===== src/hw/rtl/t33h_pkg.sv =====
// Shared types and constants for the times-33 string bucket hash unit.
package t33h_pkg;

    localparam int unsigned HASH_W   = 32;
    localparam int unsigned BUCKET_W = 16;
    localparam int unsigned BYTE_W   = 8;
    localparam int unsigned SHIFT    = 5;
    localparam int unsigned ADDR_W   = 3;
    localparam int unsigned DATA_W   = 32;

    // Register indexes (byte address is 4 * index)
    localparam logic REG_TABLE_SIZE   = 1'b0;
    localparam logic REG_BYTES_SIGNED = 1'b1;

    localparam logic [BUCKET_W-1:0] TABLE_SIZE_RST   = 16'd229;
    localparam logic                BYTES_SIGNED_RST = 1'b1;

    typedef struct packed {
        logic [BUCKET_W-1:0] table_size;
        logic                bytes_signed;
    } t33h_cfg_t;

    // One finished key waiting for its modulo
    typedef struct packed {
        logic [HASH_W-1:0]   raw_hash;
        logic [BUCKET_W-1:0] table_size;
    } t33h_job_t;

    typedef struct packed {
        logic      full;
        logic      empty;
        t33h_job_t head;
    } t33h_q_stat_t;

endpackage


===== src/hw/rtl/t33h_ifs.sv =====
// Valid/ready channel interfaces for key bytes and bucket results.
interface t33h_key_if;
    logic                         valid;
    logic                         ready;
    logic [t33h_pkg::BYTE_W-1:0]  key_byte;
    logic                         last_byte;

    modport source (output valid, output key_byte, output last_byte, input ready);
    modport sink   (input valid, input key_byte, input last_byte, output ready);
endinterface

interface t33h_bucket_if;
    logic                          valid;
    logic                          ready;
    logic [t33h_pkg::BUCKET_W-1:0] bucket;
    logic [t33h_pkg::HASH_W-1:0]   raw_hash;

    modport source (output valid, output bucket, output raw_hash, input ready);
    modport sink   (input valid, input bucket, input raw_hash, output ready);
endinterface


===== src/hw/rtl/t33h_regs.sv =====
// APB configuration registers: table size and signed-byte mode.
module t33h_regs (
    input  logic                           clk,
    input  logic                           rst_n,
    input  logic                           psel,
    input  logic                           penable,
    input  logic                           pwrite,
    input  logic [t33h_pkg::ADDR_W-1:0]    paddr,
    input  logic [t33h_pkg::DATA_W-1:0]    pwdata,
    output logic [t33h_pkg::DATA_W-1:0]    prdata,
    output logic                           pready,
    output t33h_pkg::t33h_cfg_t            cfg
);

    logic                            wr_en;
    logic                            reg_idx;
    logic [t33h_pkg::BUCKET_W-1:0]   table_size_reg;
    logic                            bytes_signed_reg;

    assign pready  = 1'b1;
    assign reg_idx = paddr[2];
    assign wr_en   = psel && penable && pwrite;

    always_ff @(posedge clk or negedge rst_n)
    begin
        if (!rst_n)
        begin
            table_size_reg   <= t33h_pkg::TABLE_SIZE_RST;
            bytes_signed_reg <= t33h_pkg::BYTES_SIGNED_RST;
        end
        else if (wr_en)
        begin
            unique case (reg_idx)
                t33h_pkg::REG_TABLE_SIZE:   table_size_reg   <= pwdata[t33h_pkg::BUCKET_W-1:0];
                t33h_pkg::REG_BYTES_SIGNED: bytes_signed_reg <= pwdata[0];
                default: ;
            endcase
        end
    end

    always_comb
    begin
        unique case (reg_idx)
            t33h_pkg::REG_TABLE_SIZE:
                prdata = {{(t33h_pkg::DATA_W-t33h_pkg::BUCKET_W){1'b0}}, table_size_reg};
            t33h_pkg::REG_BYTES_SIGNED:
                prdata = {{(t33h_pkg::DATA_W-1){1'b0}}, bytes_signed_reg};
            default:
                prdata = '0;
        endcase
    end

    assign cfg.table_size   = table_size_reg;
    assign cfg.bytes_signed = bytes_signed_reg;

endmodule


===== src/hw/rtl/t33h_front.sv =====
// Front end: takes key bytes and runs the times-33 accumulator.
module t33h_front (
    input  logic                    clk,
    input  logic                    rst_n,
    t33h_key_if.sink                keys,
    input  t33h_pkg::t33h_cfg_t     cfg,
    input  logic                    q_full,
    output logic                    push,
    output t33h_pkg::t33h_job_t     job
);

    logic [t33h_pkg::HASH_W-1:0] acc_reg;
    logic [t33h_pkg::HASH_W-1:0] acc_next;
    logic [t33h_pkg::HASH_W-1:0] addend;
    logic [t33h_pkg::HASH_W-1:0] hashed;
    logic                        take;

    assign keys.ready = !q_full;
    assign take       = keys.valid && keys.ready;

    // Sign-extend high bytes in signed-char mode
    always_comb
    begin
        if (cfg.bytes_signed && keys.key_byte[t33h_pkg::BYTE_W-1])
            addend = {{(t33h_pkg::HASH_W-t33h_pkg::BYTE_W){1'b1}}, keys.key_byte};
        else
            addend = {{(t33h_pkg::HASH_W-t33h_pkg::BYTE_W){1'b0}}, keys.key_byte};
    end

    // A zero byte leaves the hash alone; the key still ends only on last_byte
    always_comb
    begin
        if (keys.key_byte != '0)
            hashed = (acc_reg << t33h_pkg::SHIFT) + acc_reg + addend;
        else
            hashed = acc_reg;
    end

    always_comb
    begin
        acc_next = acc_reg;
        if (take)
            acc_next = keys.last_byte ? '0 : hashed;
    end

    always_ff @(posedge clk or negedge rst_n)
    begin
        if (!rst_n)
            acc_reg <= '0;
        else
            acc_reg <= acc_next;
    end

    assign push           = take && keys.last_byte;
    assign job.raw_hash   = hashed;
    assign job.table_size = cfg.table_size;

endmodule


===== src/hw/rtl/t33h_queue.sv =====
// Two-entry queue of finished keys between front and back ends.
module t33h_queue (
    input  logic                    clk,
    input  logic                    rst_n,
    input  logic                    push,
    input  t33h_pkg::t33h_job_t     job,
    input  logic                    pop,
    output t33h_pkg::t33h_q_stat_t  stat
);

    t33h_pkg::t33h_job_t mem_reg [2];
    logic                wr_ptr_reg;
    logic                rd_ptr_reg;
    logic [1:0]          count_reg;
    logic [1:0]          count_next;
    logic                do_push;
    logic                do_pop;

    assign do_push = push && (count_reg != 2'd2);
    assign do_pop  = pop && (count_reg != 2'd0);

    always_comb
    begin
        count_next = count_reg;
        if (do_push && !do_pop)
            count_next = count_reg + 2'd1;
        else if (do_pop && !do_push)
            count_next = count_reg - 2'd1;
    end

    always_ff @(posedge clk or negedge rst_n)
    begin
        if (!rst_n)
        begin
            wr_ptr_reg <= 1'b0;
            rd_ptr_reg <= 1'b0;
            count_reg  <= 2'd0;
        end
        else
        begin
            count_reg <= count_next;
            if (do_push)
                wr_ptr_reg <= !wr_ptr_reg;
            if (do_pop)
                rd_ptr_reg <= !rd_ptr_reg;
        end
    end

    always_ff @(posedge clk)
    begin
        if (do_push)
            mem_reg[wr_ptr_reg] <= job;
    end

    assign stat.full  = (count_reg == 2'd2);
    assign stat.empty = (count_reg == 2'd0);
    assign stat.head  = mem_reg[rd_ptr_reg];

endmodule


===== src/hw/rtl/t33h_back.sv =====
// Back end: bit-serial hash modulo table size and output register.
module t33h_back (
    input  logic                    clk,
    input  logic                    rst_n,
    input  t33h_pkg::t33h_q_stat_t  stat,
    output logic                    pop,
    t33h_bucket_if.source           buckets
);

    localparam logic [1:0] ST_IDLE = 2'd0;
    localparam logic [1:0] ST_DIV  = 2'd1;
    localparam logic [1:0] ST_DONE = 2'd2;

    localparam int unsigned CNT_W = $clog2(t33h_pkg::HASH_W);

    logic [1:0]                    state_reg;
    logic [1:0]                    state_next;
    logic [CNT_W-1:0]              cnt_reg;
    logic [t33h_pkg::HASH_W-1:0]   dvd_reg;
    logic [t33h_pkg::HASH_W-1:0]   hash_reg;
    logic [t33h_pkg::BUCKET_W-1:0] dsr_reg;
    logic [t33h_pkg::BUCKET_W-1:0] rem_reg;
    logic [t33h_pkg::BUCKET_W:0]   rem_shift;
    logic [t33h_pkg::BUCKET_W-1:0] rem_step;
    logic                          out_valid_reg;
    logic [t33h_pkg::BUCKET_W-1:0] bucket_reg;
    logic [t33h_pkg::HASH_W-1:0]   raw_hash_reg;
    logic                          out_free;
    logic                          load_out;

    assign pop      = (state_reg == ST_IDLE) && !stat.empty;
    assign out_free = !out_valid_reg || buckets.ready;
    assign load_out = (state_reg == ST_DONE) && out_free;

    // One restoring step: shift in next dividend bit, subtract if it fits
    always_comb
    begin
        rem_shift = {rem_reg, dvd_reg[t33h_pkg::HASH_W-1]};
        if (rem_shift >= {1'b0, dsr_reg})
            rem_step = t33h_pkg::BUCKET_W'(rem_shift - {1'b0, dsr_reg});
        else
            rem_step = rem_shift[t33h_pkg::BUCKET_W-1:0];
    end

    always_comb
    begin
        state_next = state_reg;
        unique case (state_reg)
            ST_IDLE: if (!stat.empty) state_next = ST_DIV;
            ST_DIV:  if (cnt_reg == CNT_W'(t33h_pkg::HASH_W - 1)) state_next = ST_DONE;
            ST_DONE: if (out_free) state_next = ST_IDLE;
            default: state_next = ST_IDLE;
        endcase
    end

    always_ff @(posedge clk or negedge rst_n)
    begin
        if (!rst_n)
        begin
            state_reg     <= ST_IDLE;
            out_valid_reg <= 1'b0;
        end
        else
        begin
            state_reg <= state_next;
            if (load_out)
                out_valid_reg <= 1'b1;
            else if (buckets.ready)
                out_valid_reg <= 1'b0;
        end
    end

    always_ff @(posedge clk)
    begin
        if (pop)
        begin
            dvd_reg  <= stat.head.raw_hash;
            hash_reg <= stat.head.raw_hash;
            dsr_reg  <= stat.head.table_size;
            rem_reg  <= '0;
            cnt_reg  <= '0;
        end
        else if (state_reg == ST_DIV)
        begin
            rem_reg <= rem_step;
            dvd_reg <= dvd_reg << 1;
            cnt_reg <= cnt_reg + CNT_W'(1);
        end
        if (load_out)
        begin
            // Zero table size has no divisor: report bucket zero
            bucket_reg   <= (dsr_reg == '0) ? '0 : rem_reg;
            raw_hash_reg <= hash_reg;
        end
    end

    assign buckets.valid    = out_valid_reg;
    assign buckets.bucket   = bucket_reg;
    assign buckets.raw_hash = raw_hash_reg;

    a_pop_starts_div: assert property (@(posedge clk) disable iff (!rst_n)
        pop |=> state_reg == ST_DIV)
        else $error("queued key did not start the modulo");

    a_rem_bounded: assert property (@(posedge clk) disable iff (!rst_n)
        (state_reg == ST_DIV || state_reg == ST_DONE) |-> (rem_reg < dsr_reg || dsr_reg == '0))
        else $error("partial remainder not below table size");

    a_div_length: assert property (@(posedge clk) disable iff (!rst_n)
        (state_reg == ST_DIV && cnt_reg == CNT_W'(t33h_pkg::HASH_W - 1)) |=> state_reg == ST_DONE)
        else $error("modulo did not finish after all dividend bits");

    a_load_needs_room: assert property (@(posedge clk) disable iff (!rst_n)
        load_out |-> (!out_valid_reg || buckets.ready))
        else $error("result register overwritten while stalled");

endmodule


===== src/hw/rtl/times33_string_bucket_hash_unit.sv =====
// Top level of the times-33 string bucket hash unit.
//
// keys carries one key byte per transaction, last_byte set on the final
// byte; an empty key is one zero byte with last_byte set. The front end
// takes one byte per cycle and folds it into a 32-bit accumulator
// (acc * 33 + byte). On the last byte the finished hash goes to a
// two-entry queue and the accumulator clears for the next key.
// The back end pops one key at a time and forms hash mod table_size with
// a restoring divider, one quotient bit per cycle. A key passes through
// the pop, 32 divider steps and the load of the output register; the back
// end pops no new key until the last result is in the output register.
// Bytes keep flowing at one per cycle while the queue has room; when
// buckets stalls, the result holds in its output register, the queue
// fills, and then keys drops ready until a slot frees.
// Registers over APB: table_size at 0x0 (reset 229), bytes_signed at
// 0x4 (reset 1). Write them only while the unit is idle.
// Reset clears the accumulator, queue, divider control and output valid.
module times33_string_bucket_hash_unit (
    input  logic                           clk,
    input  logic                           rst_n,
    input  logic                           psel,
    input  logic                           penable,
    input  logic                           pwrite,
    input  logic [t33h_pkg::ADDR_W-1:0]    paddr,
    input  logic [t33h_pkg::DATA_W-1:0]    pwdata,
    output logic [t33h_pkg::DATA_W-1:0]    prdata,
    output logic                           pready,
    t33h_key_if.sink                       keys,
    t33h_bucket_if.source                  buckets
);

    t33h_pkg::t33h_cfg_t    cfg;
    t33h_pkg::t33h_job_t    job;
    t33h_pkg::t33h_q_stat_t stat;
    logic                   push;
    logic                   pop;

    t33h_regs u_regs (
        .clk     (clk),
        .rst_n   (rst_n),
        .psel    (psel),
        .penable (penable),
        .pwrite  (pwrite),
        .paddr   (paddr),
        .pwdata  (pwdata),
        .prdata  (prdata),
        .pready  (pready),
        .cfg     (cfg)
    );

    t33h_front u_front (
        .clk    (clk),
        .rst_n  (rst_n),
        .keys   (keys),
        .cfg    (cfg),
        .q_full (stat.full),
        .push   (push),
        .job    (job)
    );

    t33h_queue u_queue (
        .clk   (clk),
        .rst_n (rst_n),
        .push  (push),
        .job   (job),
        .pop   (pop),
        .stat  (stat)
    );

    t33h_back u_back (
        .clk     (clk),
        .rst_n   (rst_n),
        .stat    (stat),
        .pop     (pop),
        .buckets (buckets)
    );

endmodule


===== src/flat_wrapper.sv =====
// flat-port wrapper written by rule: the top's interface ports become plain ports
module times33_string_bucket_hash_unit_flat 
  (clk, rst_n, psel, penable, pwrite, paddr, pwdata, prdata, pready, keys_valid, keys_key_byte, keys_last_byte, keys_ready, buckets_valid, buckets_bucket, buckets_raw_hash, buckets_ready);
  t33h_key_if keys_i ();
  t33h_bucket_if buckets_i ();
  input  logic clk;
  input  logic rst_n;
  input  logic psel;
  input  logic penable;
  input  logic pwrite;
  input  logic [t33h_pkg::ADDR_W-1:0] paddr;
  input  logic [t33h_pkg::DATA_W-1:0] pwdata;
  output logic [t33h_pkg::DATA_W-1:0] prdata;
  output logic pready;
  input wire logic [$bits(keys_i.valid)-1:0] keys_valid;
  input wire logic [$bits(keys_i.key_byte)-1:0] keys_key_byte;
  input wire logic [$bits(keys_i.last_byte)-1:0] keys_last_byte;
  output wire logic [$bits(keys_i.ready)-1:0] keys_ready;
  output wire logic [$bits(buckets_i.valid)-1:0] buckets_valid;
  output wire logic [$bits(buckets_i.bucket)-1:0] buckets_bucket;
  output wire logic [$bits(buckets_i.raw_hash)-1:0] buckets_raw_hash;
  input wire logic [$bits(buckets_i.ready)-1:0] buckets_ready;
  assign keys_i.valid = keys_valid;
  assign keys_i.key_byte = keys_key_byte;
  assign keys_i.last_byte = keys_last_byte;
  assign keys_ready = keys_i.ready;
  assign buckets_valid = buckets_i.valid;
  assign buckets_bucket = buckets_i.bucket;
  assign buckets_raw_hash = buckets_i.raw_hash;
  assign buckets_i.ready = buckets_ready;
  times33_string_bucket_hash_unit u_core (.clk(clk), .rst_n(rst_n), .psel(psel), .penable(penable), .pwrite(pwrite), .paddr(paddr), .pwdata(pwdata), .prdata(prdata), .pready(pready), .keys(keys_i), .buckets(buckets_i));
endmodule

===== config.mk =====
export PLATFORM = sky130hd
export DESIGN_NAME = times33_string_bucket_hash_unit_flat
export DESIGN_NICKNAME = d
export VERILOG_FILES = /design/src/hw/rtl/t33h_pkg.sv /design/src/hw/rtl/t33h_ifs.sv /design/src/hw/rtl/t33h_regs.sv /design/src/hw/rtl/t33h_front.sv /design/src/hw/rtl/t33h_queue.sv /design/src/hw/rtl/t33h_back.sv /design/src/hw/rtl/times33_string_bucket_hash_unit.sv /design/src/flat_wrapper.sv
export SDC_FILE = /design/constraint.sdc
export NUM_CORES = 1
export LEC_CHECK = 0
export ABC_AREA = 1
export BUFFER_PORTS_ARGS = -buffer_cell sky130_fd_sc_hd__buf_2
export CAP_MARGIN = 30
export CORE_UTILIZATION = 55
export CTS_CLUSTER_SIZE = 28
export DETAILED_ROUTE_END_ITERATION = 7
export GPL_TIMING_DRIVEN = 0
export PLACE_DENSITY = 0.83
export RECOVER_POWER = 25
export SYNTH_ARGS = -nofsm -noshare
export SYNTH_HDL_FRONTEND = slang
export SYNTH_HIERARCHICAL = 1
export SYNTH_SLANG_ARGS = --single-unit

===== constraint.sdc =====
create_clock -name clk -period 4.34 [get_ports clk]
set_input_delay 0 -clock clk [delete_from_list [all_inputs] [get_ports clk]]
set_output_delay 0 -clock clk [all_outputs]
set_load 0.1 [all_outputs]

==> run summary <==
Setup slack on the critical path of the routed design comes to 639 ps. The logs give 5 for the number of iterations in the first detailed-routing pass and 1 for the maximum level of the CTS H-tree. In this design, the stage delay of the slowest critical-path cell is 560 ps. Summed over all cells, the static leakage comes to 9.16 nW.

The logs give 0 for the overall overflow remaining after global route and 1174 for the number of DRC markers in iteration 0. The fraction of layout instances using a drive strength above 1 was 14.3%; the number of resized instances in the post-cts repair step was 0. The register with the most flip-flops in the layout has 96 of them. The logs give 0 for the number of failing hold endpoints at the final stage and 12555 for the via count. Across every metal layer, demand over resource in global routing totals 25.7%. Ranked by total cell area, the synthesized netlist is headed by edfxtp_1, nand2_1, dfrtp_1.

After synthesis, the most frequently instantiated cells are nand2_1, inv_1, edfxtp_1, nand3_1, nor2_1. Together, buffers and inverters on the worst path number 3. Type of the worst min-delay path: primary input to flop.

The logs give 30400 um2 for the die area and 17500 um2 for the total cell area at the placement stage. In this run, synthesis produced a sequential element count of 301. The cell count of the worst reg-to-reg path works out to 14. Along the worst path, the maximum fanout reaches 20. Slowest library cell on the worst path: dfstp_2. The TritonCTS buffer count came out at 27.

The nature of the critical path startpoint is a flop. The height of the die was 174 um. The initial utilization of the core area, before any placement, comes to 56.4%. The worst-case IR drop observed on VDD is 0.346 mV. Count of buffers inserted at the top-level ports: 97. Setup repair after global routing left no endpoint under its margin.

Element type at the critical path end: a flop. In this design, the critical path's most frequently occurring cell is nand3_1. The tools report the arrival time reported for the critical path endpoint as 3970 ps. In this run the critical register-to-register path is launched from u_core/u_regs/bytes_signed_reg$_DFFE_PN1P_. Fill cells in the final layout number 2177. In the synthesized netlist, the number of instances is 1806. The logs give 61.7 mm for the wire length of the first global-routing pass and 6 for the Yosys warning count. Cell taking the most area after synthesis: edfxtp_1.

Routability congestion estimate: 0.946. For the required time of the critical path, the log shows 4610 ps. The netlist uses 56 different library cells. Setup violation total in the final timing report: 0. Critical path launch point: u_core/u_regs/bytes_signed_reg$_DFFE_PN1P_. The worst register-to-register path ends at u_core/u_queue/mem_reg[1][43]$_DFFE_PP_. Of the post-synthesis cell area, the dominant cell type holds 41.2%. The buffer levels on the longest clock path came out at 3. Once layout is done, the placed cells without fillers occupy 18900 um2.

Static timing analysis puts the maximum clock frequency at 270 MHz. For the number of slew-limit violations in the final report, the log shows 38. The clock edge transition at the registers on the reported setup and hold paths was 70 ps; the initial antenna violation count was 1. The CTS root buffer was clkbuf_16. The worst hold path begins at pwrite. Startpoint-to-endpoint class of the critical path: flop to flop. Of the synthesized area, sequential elements account for 52.4%. The worst path needs 3700 ps of the cycle, external delays included. For the number of global-route vias before repair, the log shows 12258.

On the final layout, the worst clock skew is 15.4 ps. The worst path uses 85.3% of the clock period. The final layout contains routed wiring with a total length of 38.4 mm.

Most numerous cell in the Yosys netlist: nand2_1. The max capacitance violation total was 1. The routed wirelength normalized by instance count works out to 16.0 um. The synthesized design contains 224 enable-type register cells. The relative max-transition margin came out at -39.2%. TritonCTS built the clock tree. The run gives 27.7 mm as the total half-perimeter wirelength after legalization and detailed placement. At the pin with the least slew margin, the transition time is 2090 ps. From left edge to right edge, the die measures 174 um. In this run the register-to-register setup slack is 640 ps. Each instance of the synthesized netlist takes up on average 9.03 um2.

The worst hold path was traced through 6 stages. Using the TritonRoute via totals, the vias-per-cell ratio works out to 5.22. In this run the cell area of the synthesized design comes to 16300 um2.

The tools report the clock sink count as 301. The end point of the most critical hold path is u_core/u_regs/table_size_reg[2]$_DFFE_PN1P_. The fraction of registers with async set/reset was 18.6%; the post-detailed-route DRC marker count was 0. The number of ports placed on the die boundary is 134. The most used flip-flop cell after synthesis is edfxtp_1. The checks that failed: capacitance limit, slew limit.

The sum of internal, switching and leakage power is 0.0143 W. The signal on the critical path passes through buf_4 > nand2_1 > inv_1 > buf_16 > fa_1 > ha_1 > nand2_1 > nor2_1 > nand3_1 > nand3_1 > nand3_1 > nand3_1 > nand3_1 > and2_1. For the number of routed nets with antenna violations, the log shows 0. The final layout net count is 2132, and the number of cell rows is 62. Before CTS, the worst setup slack after placement is 664 ps. After floorplanning, the core was sized to cover 28900 um2.

Power spread over the standard cell area amounts to 758 nW/um2. Grouping stages by cell kind, the critical path spends the most delay in simple AND/OR/NAND/NOR gates. Clock latency on the worst-skew pair, taken at its later pin, is 530 ps. The layout overhead on the synthesized area is 15.6%. The run finished, with violations left. Entering global routing, the biggest net connects 44 pins.
==> area by class of cell <==
type                       count  area [um2]  share of cell area (%)
antenna                        1        2.50                  0.0133
inverter                     253         951                    5.04
buffer                        74         483                    2.56
timing repair buffer         149        1060                    5.63
clock inverter                12         224                    1.19
clock buffer                  37         763                    4.05
tap                          384         480                    2.55
sequential                   301        8560                    45.4
multi-input combinational   1193        6330                    33.6
==> cell families (layout without fill, tap and decap cells) <==
| group | Yosys count | count (layout) | share of synthesized area [%] |
|---|---|---|---|
| buffers and inverters | 327 | 525 | 9.10 |
| and+or+nand+nor | 995 | 995 | 26.9 |
| xor gates and xnor gates | 15 | 15 | 0.805 |
| DFF | 301 | 301 | 52.4 |
| adders and majority gates | 82 | 82 | 7.58 |
| AOI/OAI and AO/OA | 84 | 84 | 3.11 |
| other | 2 | 18 | 0.0460 |
==> layer usage <==
metal	global-route usage [%]	wire [um]	up-vias
li1	-	-	6075
met1	34.8	16300	5858
met2	42.9	18300	529
met3	2.54	2430	93
met4	9.47	1350	0
met5	0	0	-
==> worst max-delay path by stage <==
stage / endpoint / depth (start not counted)
2_1_floorplan: u_core/u_queue/mem_reg[1][0]$_DFFE_PP_ / 8
3_3_place_gp: u_core/u_queue/mem_reg[1][12]$_DFFE_PP_ / 8
3_5_place_dp: u_core/u_queue/mem_reg[0][43]$_DFFE_PP_ / 14
4_1_cts: u_core/u_queue/mem_reg[1][43]$_DFFE_PP_ / 14
5_1_grt: u_core/u_queue/mem_reg[1][43]$_DFFE_PP_ / 14
6_report: u_core/u_queue/mem_reg[1][43]$_DFFE_PP_ / 14
==> metrics by stage <==
step	TNS, ps	cells	utilization [%]	hold slack, ps
floorplan	0	1821	-	-296
global placement	-18380	2302	59.9	237
detailed placement	0	2309	60.5	-2.81
CTS	0	2403	65.5	5.68
global route	0	2404	65.2	39.1
finish	0	2404	65.2	29.2
==> layout by cell type (no fill, tap or decap), types with 21 or more instances in the layout <==
master	instances
a21oi_1	27
buf_2	90
buf_4	21
clkbuf_1	47
clkbuf_16	27
dfrtp_1	50
dfxtp_1	21
dlygate4sd3_1	45
edfxtp_1	224
fa_1	28
ha_1	54
inv_1	244
nand2_1	657
nand2_2	33
nand3_1	107
nand3_2	25
nor2_1	101
o21ai_0	24
==> what timing repair did <==
| item | CTS | global route |
|---|---|---|
| hold endpoints to repair | 76 | 0 |
| buffers inserted | 0 | 0 |
| hold buffers | 45 | 0 |
==> worst reg2reg max path, cell delays in order (launching register included) <==
cell     delay (ps)
dfstp_2         560
buf_4           120
nand2_1          80
inv_1           240
buf_16          220
fa_1            460
ha_1            390
nand2_1         120
nor2_1          230
nand3_1         110
nand3_1         230
nand3_1         170
nand3_1         120
nand3_1         170
and2_1          240
==> where the power goes <==
group          total, W  switching (W)  internal [W]  leakage, nW
clock network   0.00261        0.00101       0.00160        0.486
registers       0.00483       0.000485       0.00435         2.99
logic           0.00686        0.00459       0.00226         5.69
No activity file was read; power rests on OpenSTA's default activity.
